--- config.mk ---
export PLATFORM = sky130hd
export DESIGN_NAME = ptt_ram
export DESIGN_NICKNAME = d
export VERILOG_FILES = /design/src/sv/ptt_ram.sv
export SDC_FILE = /design/constraint.sdc
export NUM_CORES = 1
export LEC_CHECK = 0
export BUFFER_PORTS_ARGS = -buffer_cell sky130_fd_sc_hd__buf_2
export CORE_MARGIN = 2
export CORE_UTILIZATION = 40
export DETAILED_ROUTE_END_ITERATION = 10
export GPL_TIMING_DRIVEN = 0
export SYNTH_ARGS = -nofsm -noshare
export SYNTH_HDL_FRONTEND = slang
export SYNTH_SLANG_ARGS = --single-unit
--- constraint.sdc ---
create_clock -name clk -period 4.8 [get_ports clk]
set_clock_uncertainty 0.15 [all_clocks]
set_input_delay 0.96 -clock clk [delete_from_list [all_inputs] [get_ports clk]]
set_output_delay 0.96 -clock clk [all_outputs]
set_load 0.02 [all_outputs]
--- src/sv/ptt_ram.sv ---
// Generic single-port-write, single-port-read synchronous RAM.
// Read data is registered when rd_en is high. No dependencies.
`default_nettype none

module ptt_ram #(
    parameter int WIDTH     = 8,
    parameter int ADDR_BITS = 4
) (
    input  wire logic                 clk,
    input  wire logic                 wr_en,
    input  wire logic [ADDR_BITS-1:0] wr_addr,
    input  wire logic [WIDTH-1:0]     wr_data,
    input  wire logic                 rd_en,
    input  wire logic [ADDR_BITS-1:0] rd_addr,
    output logic      [WIDTH-1:0]     rd_data
);

    localparam int DEPTH = 1 << ADDR_BITS;

    logic [WIDTH-1:0] mem_reg [DEPTH];
    logic [WIDTH-1:0] rd_data_reg;

    always_ff @(posedge clk)
    begin
        if (wr_en)
        begin
            mem_reg[wr_addr] <= wr_data;
        end
    end

    always_ff @(posedge clk)
    begin
        if (rd_en)
        begin
            rd_data_reg <= mem_reg[rd_addr];
        end
    end

    assign rd_data = rd_data_reg;

endmodule

`default_nettype wire

======== After elaboration in Yosys (flattened, before gate mapping) ========
Memory sizes are Yosys's and may differ from the RTL's. A register that Yosys moved wholly into a read port is not among the register bits.
Index checks and enable logic that the tools add are counted.
cells by class
  muxes and demuxes ....................... 2
operators with widths
  operator  number
  $mux W1   2
word-level totals
  bits in registers ....................... 0
  bits in writable memories ............... 128
  input port bits ......................... 19
  output and inout port bits .............. 8
  memories kept ........................... 1
memory list
  name     depth  width  read ports  clocked after memory_dff  wr ports  line  text
  mem_reg  16     8      1           1                         1         20    logic [WIDTH-1:0] mem_reg [DEPTH];

======== Depth between registers and ports, before layout ========
Gate-level depths: netlist of run 1.
  depth in word-level cells ............... 2
  depth in mapped cells ................... 5
  depth with buffers taken out ............ 3

======== Worst setup path before layout of run 1 ========
Ideal clock, no wire load.
  kind .................................... in2reg
  start point ............................. in wr_addr[2]
  end point ............................... mem mem_reg[0][0] (enable)
  setup time .............................. 0.383 ns
  arrival ................................. 2.070 ns
  slack ................................... 2.197 ns
  stages .................................. 2
  buffers on the path ..................... 0
  cells stage by stage .................... or3b_2 nor3_1
RTL lines
  item                line  text
  start: declaration  11    input wire logic [ADDR_BITS-1:0] wr_addr,
  end: declaration    20
No word-level cell before the write port.

======== Final worst setup path of run 1 ========
  start point ............................. in wr_addr[2]
  end point ............................... mem mem_reg[2][4] (enable)
No word-level cell before the write port.

==> flow_summary.toml, run 1 <==
[global_routing]
grt_start_max_net_pins = 17
grt_pass1_vias = 2374
grt_usage = 0.1516
grt_pass1_wl_mm = 14.69
overflow = 0
antenna_found_initial = 0

[synthesis]
synth_compound_area_frac = 0.02298
yosysMostFrequentCell = "edfxtp_1"
synthSimpleGateAreaFrac = 0.03135
synth_xor_area_frac = 0
synthAdderAreaFrac = 0
syn_avg_cell_area_um2 = 22.83
mappedNetlistArea_um2 = 5228
synth_top_family_by_area = "multiplexers"
synth_commonest_cells = "136 x edfxtp_1, 18 x mux4_2, 16 x a22oi_1"
ys_seq_area_frac = 0.7812
synth_flop_cell = "edfxtp_1"
yosysTopAreaCell = "edfxtp_1"
synth_top_area_frac = 0.7812
synth_warnings = 0
synthArstFlopShare = 0
yosys-top-cells-area = "edfxtp_1 78%, mux4_2 7.8%, mux4_1 7.0%, a22oi_1 2.3%, nor2_1 0.93%"
synth_seq_cells = 136
synth_edf_count = 136
synthDistinctLibCells = 18
postSynthCellCount = 229
synth.mux.area_fraction = 0.1479
synth_nets = 248

[setup_path]
critPathTopFamily = "simple AND/OR/NAND/NOR gates"
cp.depth = 3
start_kind = "primary input"
criticalPathCategory = "in2reg"
crit_start = "wr_addr[2]"
slowest_stage = "nor2_1"
cp.required_ns = 4.67
reg2reg_from = "mem_reg[5][0]$_DFFE_PP_"
worstPathMaxFanout = 8
crit_buf_inv = 1
crit_path_end = "mem_reg[2][4]$_DFFE_PP_"
reg2reg_slack_ns = 3.06
endpoint_kind = "flip-flop"
critPathArrivalTime_ns = 2.29
ff2ff_path_depth = 3
path_cells = "buf_2 -> or3b_2 -> nor2_1"
cp_slowest_stage_delay_ns = 0.67
reg2reg_to = "rd_data[0]$_DFFE_PP_"

[floorplanning]
initial_core_util = 0.4126
dieHeight_um = 118.3
rows = 41
core-area_um2 = 12670
design.die.area_um2 = 14000
io_pins = 27
die_w_um = 118.3

[power_and_ir_drop]
p_leak_nw = 2.038
vdd_drop_max_v = 0.0002535
power_density_nw_per_um2 = 440.6
total_power_mw = 2.707

[finish]
final_cells = 458
syn_to_final_growth_pct = 17.54
largest_reg_flops = 128
nNetsFinal = 292
antenna_cells = 0
drive_gt1_frac = 0.2832
design_area_um2 = 6145
nFillCells = 1047

[route]
ant_nets = 0
drtIter0Drc = 128
vias_per_cell = 5.120
drt_pass1_iterations = 4
highest_layer = "met4"
drc = 0
num_vias = 2345
wl_met2_mm = 4.637
wl_met3_um = 368
routed_wl_mm = 9.659
wl_met1_mm = 4.554
drt-wirelength-per-cell_um = 21.09

[clock_tree]
post_cts_buffers = 0
cts_tree = "done"
cts.clk_slew.worst_paths_ns = 0.05
cts.path.max_buffers = 2
postCtsHoldBufs = 0
numCtsBuffers = 17
cts.repair.resized = 0
htree_levels = 4
clock_sinks = 136
ctsRootBufferMaster = "clkbuf_16"
insertion_delay_ns = 0.41

[run]
cap_violations = 0

[placed_design]
hpwl_mm = 6.174
portBuffers = 25
globalplace.congestion = 0.7256
pre_cts_ws_ns = 1.552
place_inst = 426
placedInstanceArea_um2 = 5568

[sta]
post-route-min-period_ns = 2.415
layout_setup_ws_ns = 2.385
slew_headroom = 0.1629
period_share = 0.5032
finalSetupTns_ns = 0
clock.fmax_mhz = 414.0
tightest_slew_ns = 1.246
setup_viol_count_final = 0
hold_violations = 0
rsz0062_at_grt = "no"
slew_violations = 0

[status]
outcome = "completed"

[min_path]
hold_class = "reg2reg"
-- how the worst min path moves through the flow --
stage / from / end / slack (ns) / cells past startpoint
floorplan: mem_reg[7][0]$_DFFE_PP_ / rd_data[0]$_DFFE_PP_ / 0.55 / 3
global placement: mem_reg[11][1]$_DFFE_PP_ / rd_data[1]$_DFFE_PP_ / 0.58 / 3
detailed placement: mem_reg[11][1]$_DFFE_PP_ / rd_data[1]$_DFFE_PP_ / 0.60 / 3
CTS: mem_reg[11][1]$_DFFE_PP_ / rd_data[1]$_DFFE_PP_ / 0.61 / 3
global route: mem_reg[11][4]$_DFFE_PP_ / rd_data[4]$_DFFE_PP_ / 0.66 / 3
finish: mem_reg[11][1]$_DFFE_PP_ / rd_data[1]$_DFFE_PP_ / 0.60 / 3
-- report_power, final --
part	total [mW]	internal, mW	switching, mW
logic	0.131	0.0516	0.0791
clock network	1.23	0.799	0.433
registers	1.34	1.34	0.00507
-- kinds of logic after synthesis --
family	after synthesis
buffers and inverters	10
muxes	32
DFF	136
and+or+nand+nor	35
AOI/OAI and AO/OA	16
-- cell usage in the layout (no fill, tap or decap), drive strengths merged --
cell type | synthesis | layout
a22oi | 16 | 16
and2 | 1 | 1
and2b | 1 | 1
buf | 7 | 32
bufinv | 0 | 3
clkbuf | 0 | 18
clkdlybuf4s25 | 3 | 3
clkinv | 0 | 11
edfxtp | 136 | 136
mux4 | 32 | 32
nand2 | 9 | 9
nand2b | 2 | 2
nand3 | 1 | 1
nand3b | 2 | 2
nor2 | 13 | 13
nor2b | 1 | 1
nor3 | 4 | 4
or3b | 1 | 1
-- through the flow --
| step | hold WS, ns | util |
|---|---|---|
| 2_1_floorplan | 0.5548 | - |
| 3_3_place_gp | 0.5844 | 0.4394 |
| 3_5_place_dp | 0.5968 | 0.4394 |
| 4_1_cts | 0.6098 | 0.4842 |
| 5_1_grt | 0.6595 | 0.4849 |
| 6_report | 0.6032 | 0.4849 |
-- worst min-delay path: cells and delay by family, from the launching register on --
family / cells / cell delay (ns)
and+or+nand+nor: 1 / 0.06
muxes: 1 / 0.21
AOI/OAI and AO/OA: 1 / 0.08
DFF: 1 / 0.31
-- metal layers --
| metal | track usage | vias up |
|---|---|---|
| met5 | 0 | - |
| met4 | 0.06099 | 0 |
| met3 | 0.04295 | 7 |
| met2 | 0.2323 | 63 |
| met1 | 0.2055 | 1203 |
| li1 | - | 1072 |
-- area by class of cell --
type                            count  area (um2)  share of cell area
Timing Repair Buffer               25       125.1             0.02036
Sequential cell                   136        4084              0.6646
Clock buffer                       18       429.2             0.06984
Buffer                             10       86.33             0.01405
Tap cell                          172       215.2             0.03502
Multi-Input combinational cell     83        1067              0.1737
Clock inverter                     14       137.6             0.02240
Power figures use the tool's default switching activity.
==> inputs of run 2 (changes only) <==
Settings changed: ABC_AREA set to 1.
Clock period 4.8 ns to 2.3 ns, I/O delays scaled along.
==> run 2 against run 1 <==
Effect of this change:
- synthesized area grew 12%
- utilization fell by 1.6 points
- sequential share of layout area fell by 6.1 points
- sequential power increased by 110%
- cell count up 72%
- die area increased by 11%
- critical path depth is the same
- clock-buffer cell count grew 4
- clock power is 120% higher
- global-route usage grew 3.9 points
- combinational power rose to 2.8 times the previous value
- largest cell class unchanged
==> flow_summary.toml, run 2 <==
[global_routing]
grt_pass1_vias = 3895
overflow = 0
grt_pass1_wl_mm = 22.07
grt_start_max_net_pins = 17
grt_usage = 0.1904
antenna_found_initial = 0

[placed_design]
place_inst = 758
hpwl_mm = 9.412
portBuffers = 23
placedInstanceArea_um2 = 6192
globalplace.congestion = 0.9067

[synthesis]
syn_avg_cell_area_um2 = 10.61
synthDistinctLibCells = 11
yosys-top-cells-area = "edfxtp_1 70%, nand2_1 11%, nand3_1 8.3%, inv_1 6.4%, buf_6 1.2%"
synth_flop_cell = "edfxtp_1"
synth_warnings = 0
yosysTopAreaCell = "edfxtp_1"
synth_nets = 570
synthArstFlopShare = 0
synth_commonest_cells = "173 x nand2_1, 136 x edfxtp_1, 100 x inv_1"
synth_top_area_frac = 0.6985
synth_edf_count = 136
mappedNetlistArea_um2 = 5847
postSynthCellCount = 551
synth_seq_cells = 136
ys_seq_area_frac = 0.6985
yosysMostFrequentCell = "nand2_1"

[run]
cap_violations = 0

[route]
drc = 0
drt-wirelength-per-cell_um = 17.92
drtIter0Drc = 398
routed_wl_mm = 14.16
ant_nets = 0
num_vias = 3941
vias_per_cell = 4.989
drt_pass1_iterations = 5

[setup_path]
start_kind = "primary input"
slowest_stage = "nor2_1"
worstPathMaxFanout = 8
criticalPathCategory = "in2reg"
critPathArrivalTime_ns = 1.61
path_cells = "buf_2 -> nand3b_1 -> nor2_1"
cp.required_ns = 2.18
endpoint_kind = "flip-flop"
cp_slowest_stage_delay_ns = 0.80

[floorplanning]
io_pins = 27
design.die.area_um2 = 15600
initial_core_util = 0.4054
dieHeight_um = 124.9
core-area_um2 = 14420
die_w_um = 124.9
rows = 44

[finish]
design_area_um2 = 6764
antenna_cells = 0
final_common_cell = "nand2_1"
syn_to_final_growth_pct = 15.69
final_util = 0.4689
final_cells = 790
nNetsFinal = 612
largest_reg_flops = 128
drive_gt1_frac = 0.1205
layout_common_cells = "173 x nand2_1, 136 x edfxtp_1, 100 x inv_1"

[sta]
rsz0062_at_grt = "no"
slew_violations = 0
finalSetupTns_ns = 0
period_share = 0.7507
clock.fmax_mhz = 579.2
tightest_slew_ns = 1.011
hold_violations = 0
post-route-min-period_ns = 1.727
setup_viol_count_final = 0
slew_headroom = 0.3234

[clock_tree]
cts.path.max_buffers = 2
cts.clk_slew.worst_paths_ns = 0.06
htree_levels = 4
insertion_delay_ns = 0.42
cts_tree = "done"
cts.repair.resized = 0
clock_sinks = 136
post_cts_buffers = 0
ctsRootBufferMaster = "clkbuf_16"
postCtsHoldBufs = 0
numCtsBuffers = 17

[power_and_ir_drop]
total_power_mw = 5.825
p_leak_nw = 2.899
vdd_drop_max_v = 0.0004799
power_density_nw_per_um2 = 861.2

[status]
outcome = "completed"

[min_path]
hold_class = "in2reg"
run 2: cell count changes after synthesis, sizes merged, moves of 2 or more:
cell,change
nand3,+96
nor2,+4
nand2,+164
buf,+17
mux4,-32
nand2b,-2
nor3,-4
inv,+102
a22oi,-16
clkdlybuf4s25,-3
run 2: path summary, 6_finish.rpt:
kind,startpoint,to,slack (ns),cells after the start
min reg2reg,mem_reg[7][7]$_DFFE_PP_,rd_data[7]$_DFFE_PP_,0.65,6
max,wr_addr[3],mem_reg[4][4]$_DFFE_PP_,0.57,3
min,rd_en,rd_data[5]$_DFFE_PP_,0.22,1
max reg2reg,mem_reg[10][5]$_DFFE_PP_,rd_data[5]$_DFFE_PP_,0.95,6
run 2: critical path: cells and delay by family:
family | cells | cell delay, ns
and+or+nand+nor | 2 | 1.03
buffers and inverters | 1 | 0.11
run 2: layout make-up:
cell class	instances	area, um2
buffer	24	166.4
clock inverter	10	127.6
clock buffer	22	444.2
timing repair buffer	23	115.1
multi-input combinational	289	1214
tap	184	230.2
fill	1344	7660
inverter	102	382.9
sequential	136	4084
run 2: routing by layer:
layer  GRT usage  wire [um]
met4     0.08170        376
met5           0          0
met2      0.2970       6600
met1      0.2620       6225
met3     0.03780        954
run 2: cells by family after synthesis:
family | synth area share
buffers and inverters | 0.09394
AND/OR/NAND/NOR | 0.2076
flip-flops | 0.6985
run 2: where the power goes:
part,internal (mW),switching [mW]
Clock,1.69,0.958
Combinational,0.104,0.267
Sequential,2.79,0.0135
run 2: per-stage QoR:
stage          hold WS, ns  worst slack (ns)
2_1_floorplan       0.4089            0.7392
3_3_place_gp        0.6237            0.2204
3_5_place_dp        0.6303            0.1147
4_1_cts             0.2147            0.5542
5_1_grt             0.2244            0.5054
6_report            0.2210            0.5735
