## config.mk

```make
export PLATFORM = sky130hd
export DESIGN_NAME = ptt_exec
export DESIGN_NICKNAME = d
export VERILOG_FILES = /design/src/sv/ptt_pkg.sv /design/src/sv/ptt_exec.sv
export SDC_FILE = /design/constraint.sdc
export NUM_CORES = 1
export LEC_CHECK = 0
export ABC_AREA = 0
export BUFFER_PORTS_ARGS = -buffer_cell sky130_fd_sc_hd__buf_4
export CAP_MARGIN = 20
export CORE_UTILIZATION = 49
export DETAILED_ROUTE_END_ITERATION = 16
export PLACE_DENSITY_LB_ADDON = 0.1
export REMOVE_ABC_BUFFERS = 1
export SYNTH_ARGS = -nofsm -noshare
export SYNTH_HDL_FRONTEND = slang
export SYNTH_SLANG_ARGS = --single-unit
```

## constraint.sdc

```tcl
create_clock -name clk -period 20.5 [get_ports clk]
set_input_delay 4.1 -clock clk [delete_from_list [all_inputs] [get_ports clk]]
set_output_delay 4.1 -clock clk [all_outputs]
set_load 0.02 [all_outputs]
```

## src/sv/ptt_pkg.sv

```systemverilog
// Package for the page translation block: sizes, operation and status codes,
// transfer structs and memory write requests. No dependencies.
`default_nettype none

package ptt_pkg;

    localparam int PAGE_SHIFT      = 12;
    localparam int TABLE_BITS      = 10;
    localparam int DIR_BITS        = 4;
    localparam int PPN_BITS        = 14;
    localparam int TLB_INDEX_BITS  = 6;
    localparam int VPN_BITS        = DIR_BITS + TABLE_BITS;
    localparam int VA_W            = 26;
    localparam int PA_W            = 26;
    localparam int CNT_W           = 32;
    localparam int PAGE_ENTRY_BITS = PPN_BITS + 1;
    localparam int TLB_DATA_BITS   = VPN_BITS + PPN_BITS;
    localparam int DIR_COUNT       = 1 << DIR_BITS;
    localparam int TLB_COUNT       = 1 << TLB_INDEX_BITS;

    typedef enum logic [1:0] {
        FUNC_TRANSLATE = 2'd0,
        FUNC_MAP       = 2'd1,
        FUNC_UNMAP     = 2'd2
    } func_t;

    typedef enum logic [1:0] {
        ST_OK          = 2'd0,
        ST_FAULT       = 2'd1,
        ST_DOUBLE_FREE = 2'd2
    } status_t;

    typedef struct packed {
        func_t                func;
        logic [VA_W-1:0]      virtual_address;
        logic [PPN_BITS-1:0]  physical_page;
    } req_t;

    typedef struct packed {
        status_t              status;
        logic [PA_W-1:0]      physical_address;
        logic                 tlb_hit;
        logic [CNT_W-1:0]     lookup_total;
        logic [CNT_W-1:0]     miss_total;
        logic [CNT_W-1:0]     hit_total;
    } rsp_t;

    typedef struct packed {
        logic                       en;
        logic [VPN_BITS-1:0]        addr;
        logic [PAGE_ENTRY_BITS-1:0] data;
    } pg_wr_t;

    typedef struct packed {
        logic                      en;
        logic [TLB_INDEX_BITS-1:0] addr;
        logic [TLB_DATA_BITS-1:0]  data;
    } tlb_wr_t;

endpackage

`default_nettype wire

```

## src/sv/ptt_exec.sv

```systemverilog
// Execute stage: decodes the held item against page-table and TLB read data,
// builds the result and memory write-backs, and owns counters, directory and
// TLB valid bits. Depends on ptt_pkg.
`default_nettype none

module ptt_exec
    import ptt_pkg::*;
(
    input  wire logic                       clk,
    input  wire logic                       rst_n,
    input  wire logic                       commit,
    input  wire req_t                       item,
    input  wire logic [PAGE_ENTRY_BITS-1:0] pg_rd,
    input  wire logic [TLB_DATA_BITS-1:0]   tlb_rd,
    output pg_wr_t                          pg_wr,
    output tlb_wr_t                         tlb_wr,
    output rsp_t                            rsp
);

    logic [CNT_W-1:0]     lookups_reg, lookups_next;
    logic [CNT_W-1:0]     misses_reg, misses_next;
    logic [CNT_W-1:0]     hits_reg, hits_next;
    logic [DIR_COUNT-1:0] dir_valid_reg;
    logic [TLB_COUNT-1:0] tlb_valid_reg;

    logic [VPN_BITS-1:0]       vpn;
    logic [PAGE_SHIFT-1:0]     offset;
    logic [TLB_INDEX_BITS-1:0] tlb_idx;
    logic [DIR_BITS-1:0]       dir_idx;
    logic                      va_zero;
    logic                      ent_valid;
    logic [PPN_BITS-1:0]       ent_ppn;
    logic [VPN_BITS-1:0]       tlb_vpn;
    logic [PPN_BITS-1:0]       tlb_ppn;
    logic                      tlb_match;
    logic                      dir_ok;

    logic do_lookup, do_hit, do_fill, dir_set, tlb_set, tlb_clr;

    assign vpn       = item.virtual_address[PAGE_SHIFT +: VPN_BITS];
    assign offset    = item.virtual_address[PAGE_SHIFT-1:0];
    assign tlb_idx   = vpn[TLB_INDEX_BITS-1:0];
    assign dir_idx   = vpn[VPN_BITS-1 -: DIR_BITS];
    assign va_zero   = (item.virtual_address == '0);
    assign ent_valid = pg_rd[PPN_BITS];
    assign ent_ppn   = pg_rd[PPN_BITS-1:0];
    assign tlb_vpn   = tlb_rd[TLB_DATA_BITS-1 -: VPN_BITS];
    assign tlb_ppn   = tlb_rd[PPN_BITS-1:0];
    assign tlb_match = tlb_valid_reg[tlb_idx] && (tlb_vpn == vpn);
    assign dir_ok    = dir_valid_reg[dir_idx];

    always_comb
    begin
        rsp.status           = ST_FAULT;
        rsp.physical_address = '0;
        rsp.tlb_hit          = 1'b0;
        do_lookup            = 1'b0;
        do_hit               = 1'b0;
        do_fill              = 1'b0;
        dir_set              = 1'b0;
        tlb_set              = 1'b0;
        tlb_clr              = 1'b0;
        pg_wr                = '0;
        tlb_wr               = '0;
        unique case (item.func)
            FUNC_TRANSLATE:
            begin
                if (!va_zero && ent_valid)
                begin
                    do_lookup = 1'b1;
                    if (tlb_match)
                    begin
                        do_hit               = 1'b1;
                        rsp.tlb_hit          = 1'b1;
                        rsp.status           = ST_OK;
                        rsp.physical_address = PA_W'({tlb_ppn, offset});
                    end
                    else if (dir_ok)
                    begin
                        do_fill              = 1'b1;
                        tlb_set              = 1'b1;
                        tlb_wr               = '{en: 1'b1, addr: tlb_idx, data: {vpn, ent_ppn}};
                        rsp.status           = ST_OK;
                        rsp.physical_address = PA_W'({ent_ppn, offset});
                    end
                end
            end
            FUNC_MAP:
            begin
                dir_set    = 1'b1;
                do_lookup  = 1'b1;
                do_fill    = 1'b1;
                tlb_set    = 1'b1;
                pg_wr      = '{en: 1'b1, addr: vpn, data: {1'b1, item.physical_page}};
                tlb_wr     = '{en: 1'b1, addr: tlb_idx, data: {vpn, item.physical_page}};
                rsp.status = ST_OK;
            end
            FUNC_UNMAP:
            begin
                if (!va_zero)
                begin
                    if (!ent_valid)
                    begin
                        rsp.status = ST_DOUBLE_FREE;
                    end
                    else
                    begin
                        rsp.status = ST_OK;
                        do_lookup  = 1'b1;
                        if (tlb_match)
                        begin
                            do_hit               = 1'b1;
                            rsp.physical_address = PA_W'({tlb_ppn, {PAGE_SHIFT{1'b0}}});
                        end
                        else if (dir_ok)
                        begin
                            do_fill              = 1'b1;
                            rsp.physical_address = PA_W'({ent_ppn, {PAGE_SHIFT{1'b0}}});
                        end
                        tlb_clr = tlb_match || dir_ok;
                        pg_wr   = '{en: 1'b1, addr: vpn, data: '0};
                    end
                end
            end
            default:
            begin
                rsp.status = ST_FAULT;
            end
        endcase
        lookups_next     = lookups_reg + CNT_W'(do_lookup);
        misses_next      = misses_reg + CNT_W'(do_fill);
        hits_next        = hits_reg + CNT_W'(do_hit);
        rsp.lookup_total = lookups_next;
        rsp.miss_total   = misses_next;
        rsp.hit_total    = hits_next;
        pg_wr.en         = pg_wr.en && commit;
        tlb_wr.en        = tlb_wr.en && commit;
    end

    always_ff @(posedge clk or negedge rst_n)
    begin
        if (!rst_n)
        begin
            lookups_reg   <= '0;
            misses_reg    <= '0;
            hits_reg      <= '0;
            dir_valid_reg <= '0;
            tlb_valid_reg <= '0;
        end
        else if (commit)
        begin
            lookups_reg <= lookups_next;
            misses_reg  <= misses_next;
            hits_reg    <= hits_next;
            if (dir_set)
            begin
                dir_valid_reg[dir_idx] <= 1'b1;
            end
            if (tlb_set)
            begin
                tlb_valid_reg[tlb_idx] <= 1'b1;
            end
            else if (tlb_clr)
            begin
                tlb_valid_reg[tlb_idx] <= 1'b0;
            end
        end
    end

endmodule

`default_nettype wire

```

**Word level (Yosys, flattened, before mapping)**

Cells that the tools add are included.

- Bitwise gates (word level): 4
- $add $sub $neg: 3
- Muxes and demuxes: 48
- Magnitude comparators: 4
- Reduce and logical (&&, ||, !) cells: 13
- Equality and inequality tests: 3

Operators by type and width:

| kind | number |
|---|---|
| $mux W64 | 2 |
| $mux W35 | 3 |
| $add A32 B1 Y32 | 3 |
| $mux W26 | 3 |
| $pmux W35 S2 | 1 |
| $and A64 B64 Y64 | 1 |
| $not A64 Y64 | 1 |
| $or A64 B64 Y64 | 1 |
| $mux W30 | 2 |
| $pmux W30 S2 | 1 |
| $mux W28 | 2 |
| $mux W27 | 2 |
| $pmux W26 S2 | 1 |
| $logic_not A26 Y1 | 1 |
| $mux W1 | 21 |
| $or A16 B16 Y16 | 1 |
| $eq A14 B14 Y1 | 1 |
| $lt A6 B7 Y1 const B | 1 |
| $bmux W1 S6 | 1 |
| $demux W1 S6 | 1 |
| $ge A6 B1 Y1 const B | 1 |
| $logic_and A1 B1 Y1 | 6 |
| $pmux W1 S3 | 2 |
| $pmux W2 S3 | 1 |
| other kinds (13) | 15 |

- Logic and storage cells: 80
- Register bits: 176
- Input bits: 88

**Logic depth before layout (Yosys ltp)**

- Depth after elaboration: 9
- Depth in mapped cells: 24

**Worst setup path before layout**

No wires, ideal clock.

- Kind: input port to output port
- From: input item[28] (netlist name)
- To: output rsp[61] (netlist name)
- Data required time: 16.400 ns
- Arrival time: 9.021 ns
- Path slack: 7.379 ns
- Cell stages on the path: 21
- Cells stage by stage: clkbuf_1 > clkbuf_1 > mux4_2 > mux2i_1 > nor2_1 > or3_1 > o41a_1 > nor3_1 > clkbuf_1 > nor2_1 > nor2_1 > ha_1 > nand3_1 > nor3_1 > and4_1 > clkbuf_1 > and4_1 > and2_1 > clkbuf_1 > nand3_1 > xnor2_1

RTL lines:

| what | line | RTL |
|---|---|---|
| from (decl) | ptt_exec.sv:12 | `input wire req_t item,` |
| to (decl) | ptt_exec.sv:17 | `output rsp_t rsp` |

==> impl_metrics.tcl <==
set metrics [dict create \
    hpwl_mm 20.8 \
    tns_ps 0 \
    synth_top_area_share 0.407 \
    cts_setup_buffers 0 \
    worst_slew_pin_slew_ps 1020 \
    dr_total_vias 9316 \
    grt.overflow.total 0 \
    grt_first_pass_wirelength_mm 47.2 \
    end_kind "output port" \
    cpMaxStageDelayCell "o41a_1" \
    maxCapViolations 0 \
    worstHoldPathCells 1 \
    dp.cells 1618 \
    synth-async-reset-ratio 1.00 \
    cp_data_arrival_time_ps 9040 \
    synth-seq-cells 176 \
    synth_area_leaders "dfrtp_1 41%, xnor2_1 10%, a22o_1 6.3%, xor2_1 5.4%, nor2_1 3.8%" \
    cp_top_family "simple AND/OR/NAND/NOR gates" \
    coreArea_um2 21400 \
    antenna-diode-count 0 \
    drt_iter0_markers 518 \
    clkTransAtPathRegs_ps 70 \
    cp.depth 18 \
    post-route-period-util 0.641 \
    outcome "finished, final reports clean" \
    slew_viol_final 0 \
    cts_tree "done" \
    final_cells 1651 \
    hold_buffers 0 \
    antenna_found_initial 0 \
    ys_warn_count 0 \
    die-area_um2 22700 \
    critPathBufInv 2 \
    postRouteAntennaNets 0 \
    clock_sinks 176 \
    slew_headroom 0.313 \
    routedWlPerCell_um 17.9 \
    avgSynthCellArea_um2 9.40 \
    cellPowerDensity_nw_per_um2 66.6 \
    period_needed_ps 13140 \
    timing.fmax_mhz 76.1 \
    synth_edf_count 0 \
    worstPathCellList "buf_4 -> mux2_2 -> a211oi_1 -> a21oi_1 -> or3_1 -> o41a_1 -> nor3_1 -> nor2_1 -> nor2_1 -> ha_1 -> nand3_1 -> nor3_1 -> and4_1 -> and4_1 -> and2_1 -> nand3_1 -> xnor2_1 -> buf_4" \
    yosys_most_used_dff "dfrtp_1" \
    io_pins 278 \
    worstSetupPathType "in2out" \
    remaining_drc_errors 0 \
    reg2reg_depth 17 \
    synth_area_um2 10800 \
    cts_buffers 17 \
    skew_ps 14.2 \
    clock_path_buffers 2 \
    die_height_um 151 \
    totalWireLength_mm 29.6 \
    setup_violations 0 \
    grtUsageTotal 0.268 \
    critPathLaunchType "input pin" \
    ctsResizeCount 0 \
    seq_area_frac_synth 0.407 \
    routabilityCongestion 0.881 \
    synthCells 1151 \
    p_leak_nw 6.48 \
    port_buffers 277 \
    start_util 0.506 \
    drive_gt1_frac 0.263 \
    synth_cell_type_count 55 \
    insertion_delay_ps 440 \
    drt-pass1-iter-count 5 \
    synth_largest_area_cell "dfrtp_1" \
    num_rows 53 \
    vdd_drop_max_mv 0.0443 \
    hold_path.class "reg2reg" \
    finalHoldViolCount 0 \
    vias_per_cell 5.64 \
    die_width_um 151 \
    crit_required_ps 16400 \
    syn2layout_area_growth_pct 25.2 \
    nNetsFinal 1461 \
    rsz0062_at_grt "false" \
    slowest_delay_ps 570 \
    grt_start_max_net_pins 71 \
    first_global_vias 8863 \
    cts-htree-levels 4 \
    root_buffer "clkbuf_16" \
    worstPathMaxFanout 42 \
]
## area by class of cell
class                           instances  area, um2
Clock buffer                           17        425
Timing Repair Buffer                  287       2180
Sequential cell                       176       4400
Multi-Input combinational cell        873       5990
Inverter                                8       30.0
Tap cell                              275        344
Fill cell                            1810       7820
Clock inverter                         15        163
## Yosys cell counts (all sizes together), types with 2 or more instances
cell type	n
and3	40
o41ai	2
and4b	2
nand3	46
mux2i	13
xnor2	129
and4	10
a31o	4
a21oi	9
o21bai	12
buf	29
o21ai	75
nand2	96
nor3	10
nor4	7
nand2b	3
xor2	67
inv	8
or3	5
mux2	21
and2	49
nand3b	8
clkbuf	65
nor3b	3
nor2b	3
nor2	109
dfrtp	176
ha	10
mux4	10
a22o	78
a31oi	3
or2	4
nand4	30
## power by group
part	switching (W)	internal, W	total (W)
Sequential	0.0000216	0.000373	0.000395
Clock	0.000152	0.000174	0.000326
Combinational	0.000101	0.0000801	0.000181
## worst paths after layout
path / slack (ps) / endpoint / startpoint
max: 7360 / rsp[63] / item[28]
min: 470 / dir_valid_reg[0]$_DFFE_PN0P_ / dir_valid_reg[0]$_DFFE_PN0P_
min reg2reg: 470 / dir_valid_reg[0]$_DFFE_PN0P_ / dir_valid_reg[0]$_DFFE_PN0P_
max reg2reg: 15470 / misses_reg[31]$_DFFE_PN0P_ / register
max in group asynchronous: 15610 / asynchronous set/reset pin / rst_n
min in group asynchronous: 3590 / hits_reg[10]$_DFFE_PN0P_ / rst_n
## cell usage in the layout (no fill, tap or decap), drive strengths merged, types with 4 or more instances in the layout
| cell type | netlist | layout |
|---|---|---|
| xnor2 | 129 | 129 |
| a21oi | 9 | 9 |
| nand2 | 96 | 96 |
| a31o | 4 | 4 |
| clkbuf | 65 | 17 |
| and3 | 40 | 40 |
| mux2 | 21 | 21 |
| o21bai | 12 | 12 |
| nand3b | 8 | 8 |
| nor3 | 10 | 10 |
| buf | 29 | 287 |
| o21ai | 75 | 75 |
| and4 | 10 | 10 |
| mux4 | 10 | 10 |
| and2 | 49 | 49 |
| mux2i | 13 | 13 |
| ha | 10 | 10 |
| nand4 | 30 | 30 |
| or2 | 4 | 4 |
| or3 | 5 | 5 |
| inv | 8 | 19 |
| xor2 | 67 | 67 |
| nor4 | 7 | 7 |
| dfrtp | 176 | 176 |
| a22o | 78 | 78 |
| nor2 | 109 | 109 |
| nand3 | 46 | 46 |
## worst reg2reg max path, cell delays in order (launching register included)
cell	delay, ps
dfrtp_1	400
mux4_2	450
mux2i_1	150
nor2_1	50
or3_1	400
o41a_1	570
nor3_1	290
nor2_1	70
nor2_1	150
ha_1	230
nand3_1	120
nor3_1	550
and4_1	400
and4_1	270
and2_1	310
nand2_1	160
nor3_1	220
xor2_1	160
## cells by family (layout without fill, tap and decap cells)
logic type      after synthesis  count (layout)  share of synthesized area
fa+ha+maj                    10              10                     0.0116
mux                          44              44                     0.0547
compound gates              193             193                      0.128
xor+xnor                    196             196                      0.159
buf+inv                     102             327                     0.0393
flops                       176             176                      0.407
simple gates                430             430                      0.201
## stage by stage
| stage | util | cell area [um2] | setup WS [ps] | hold slack (ps) | power, W |
|---|---|---|---|---|---|
| after global routing | 0.634 | 13500 | 6980 | 490 | 0.000938 |
| after CTS | 0.633 | 13500 | 7350 | 475 | 0.000910 |
| after floorplan | - | 10400 | 7730 | 437 | 0.000492 |
| final | 0.634 | 13500 | 7360 | 472 | 0.000902 |
| after global placement | 0.605 | 12900 | 7480 | 447 | 0.000579 |
| after detailed placement | 0.605 | 12900 | 7350 | 456 | 0.000581 |
## metal layers
| layer | share of wire | up-vias | global-route usage |
|---|---|---|---|
| met4 | 0.018 | 0 | 0.0753 |
| met5 | 0 | - | 0 |
| met3 | 0.054 | 42 | 0.0509 |
| met2 | 0.47 | 286 | 0.429 |
| met1 | 0.46 | 4549 | 0.368 |
| li1 | - | 4439 | - |
No activity file was read; power rests on OpenSTA's default activity.
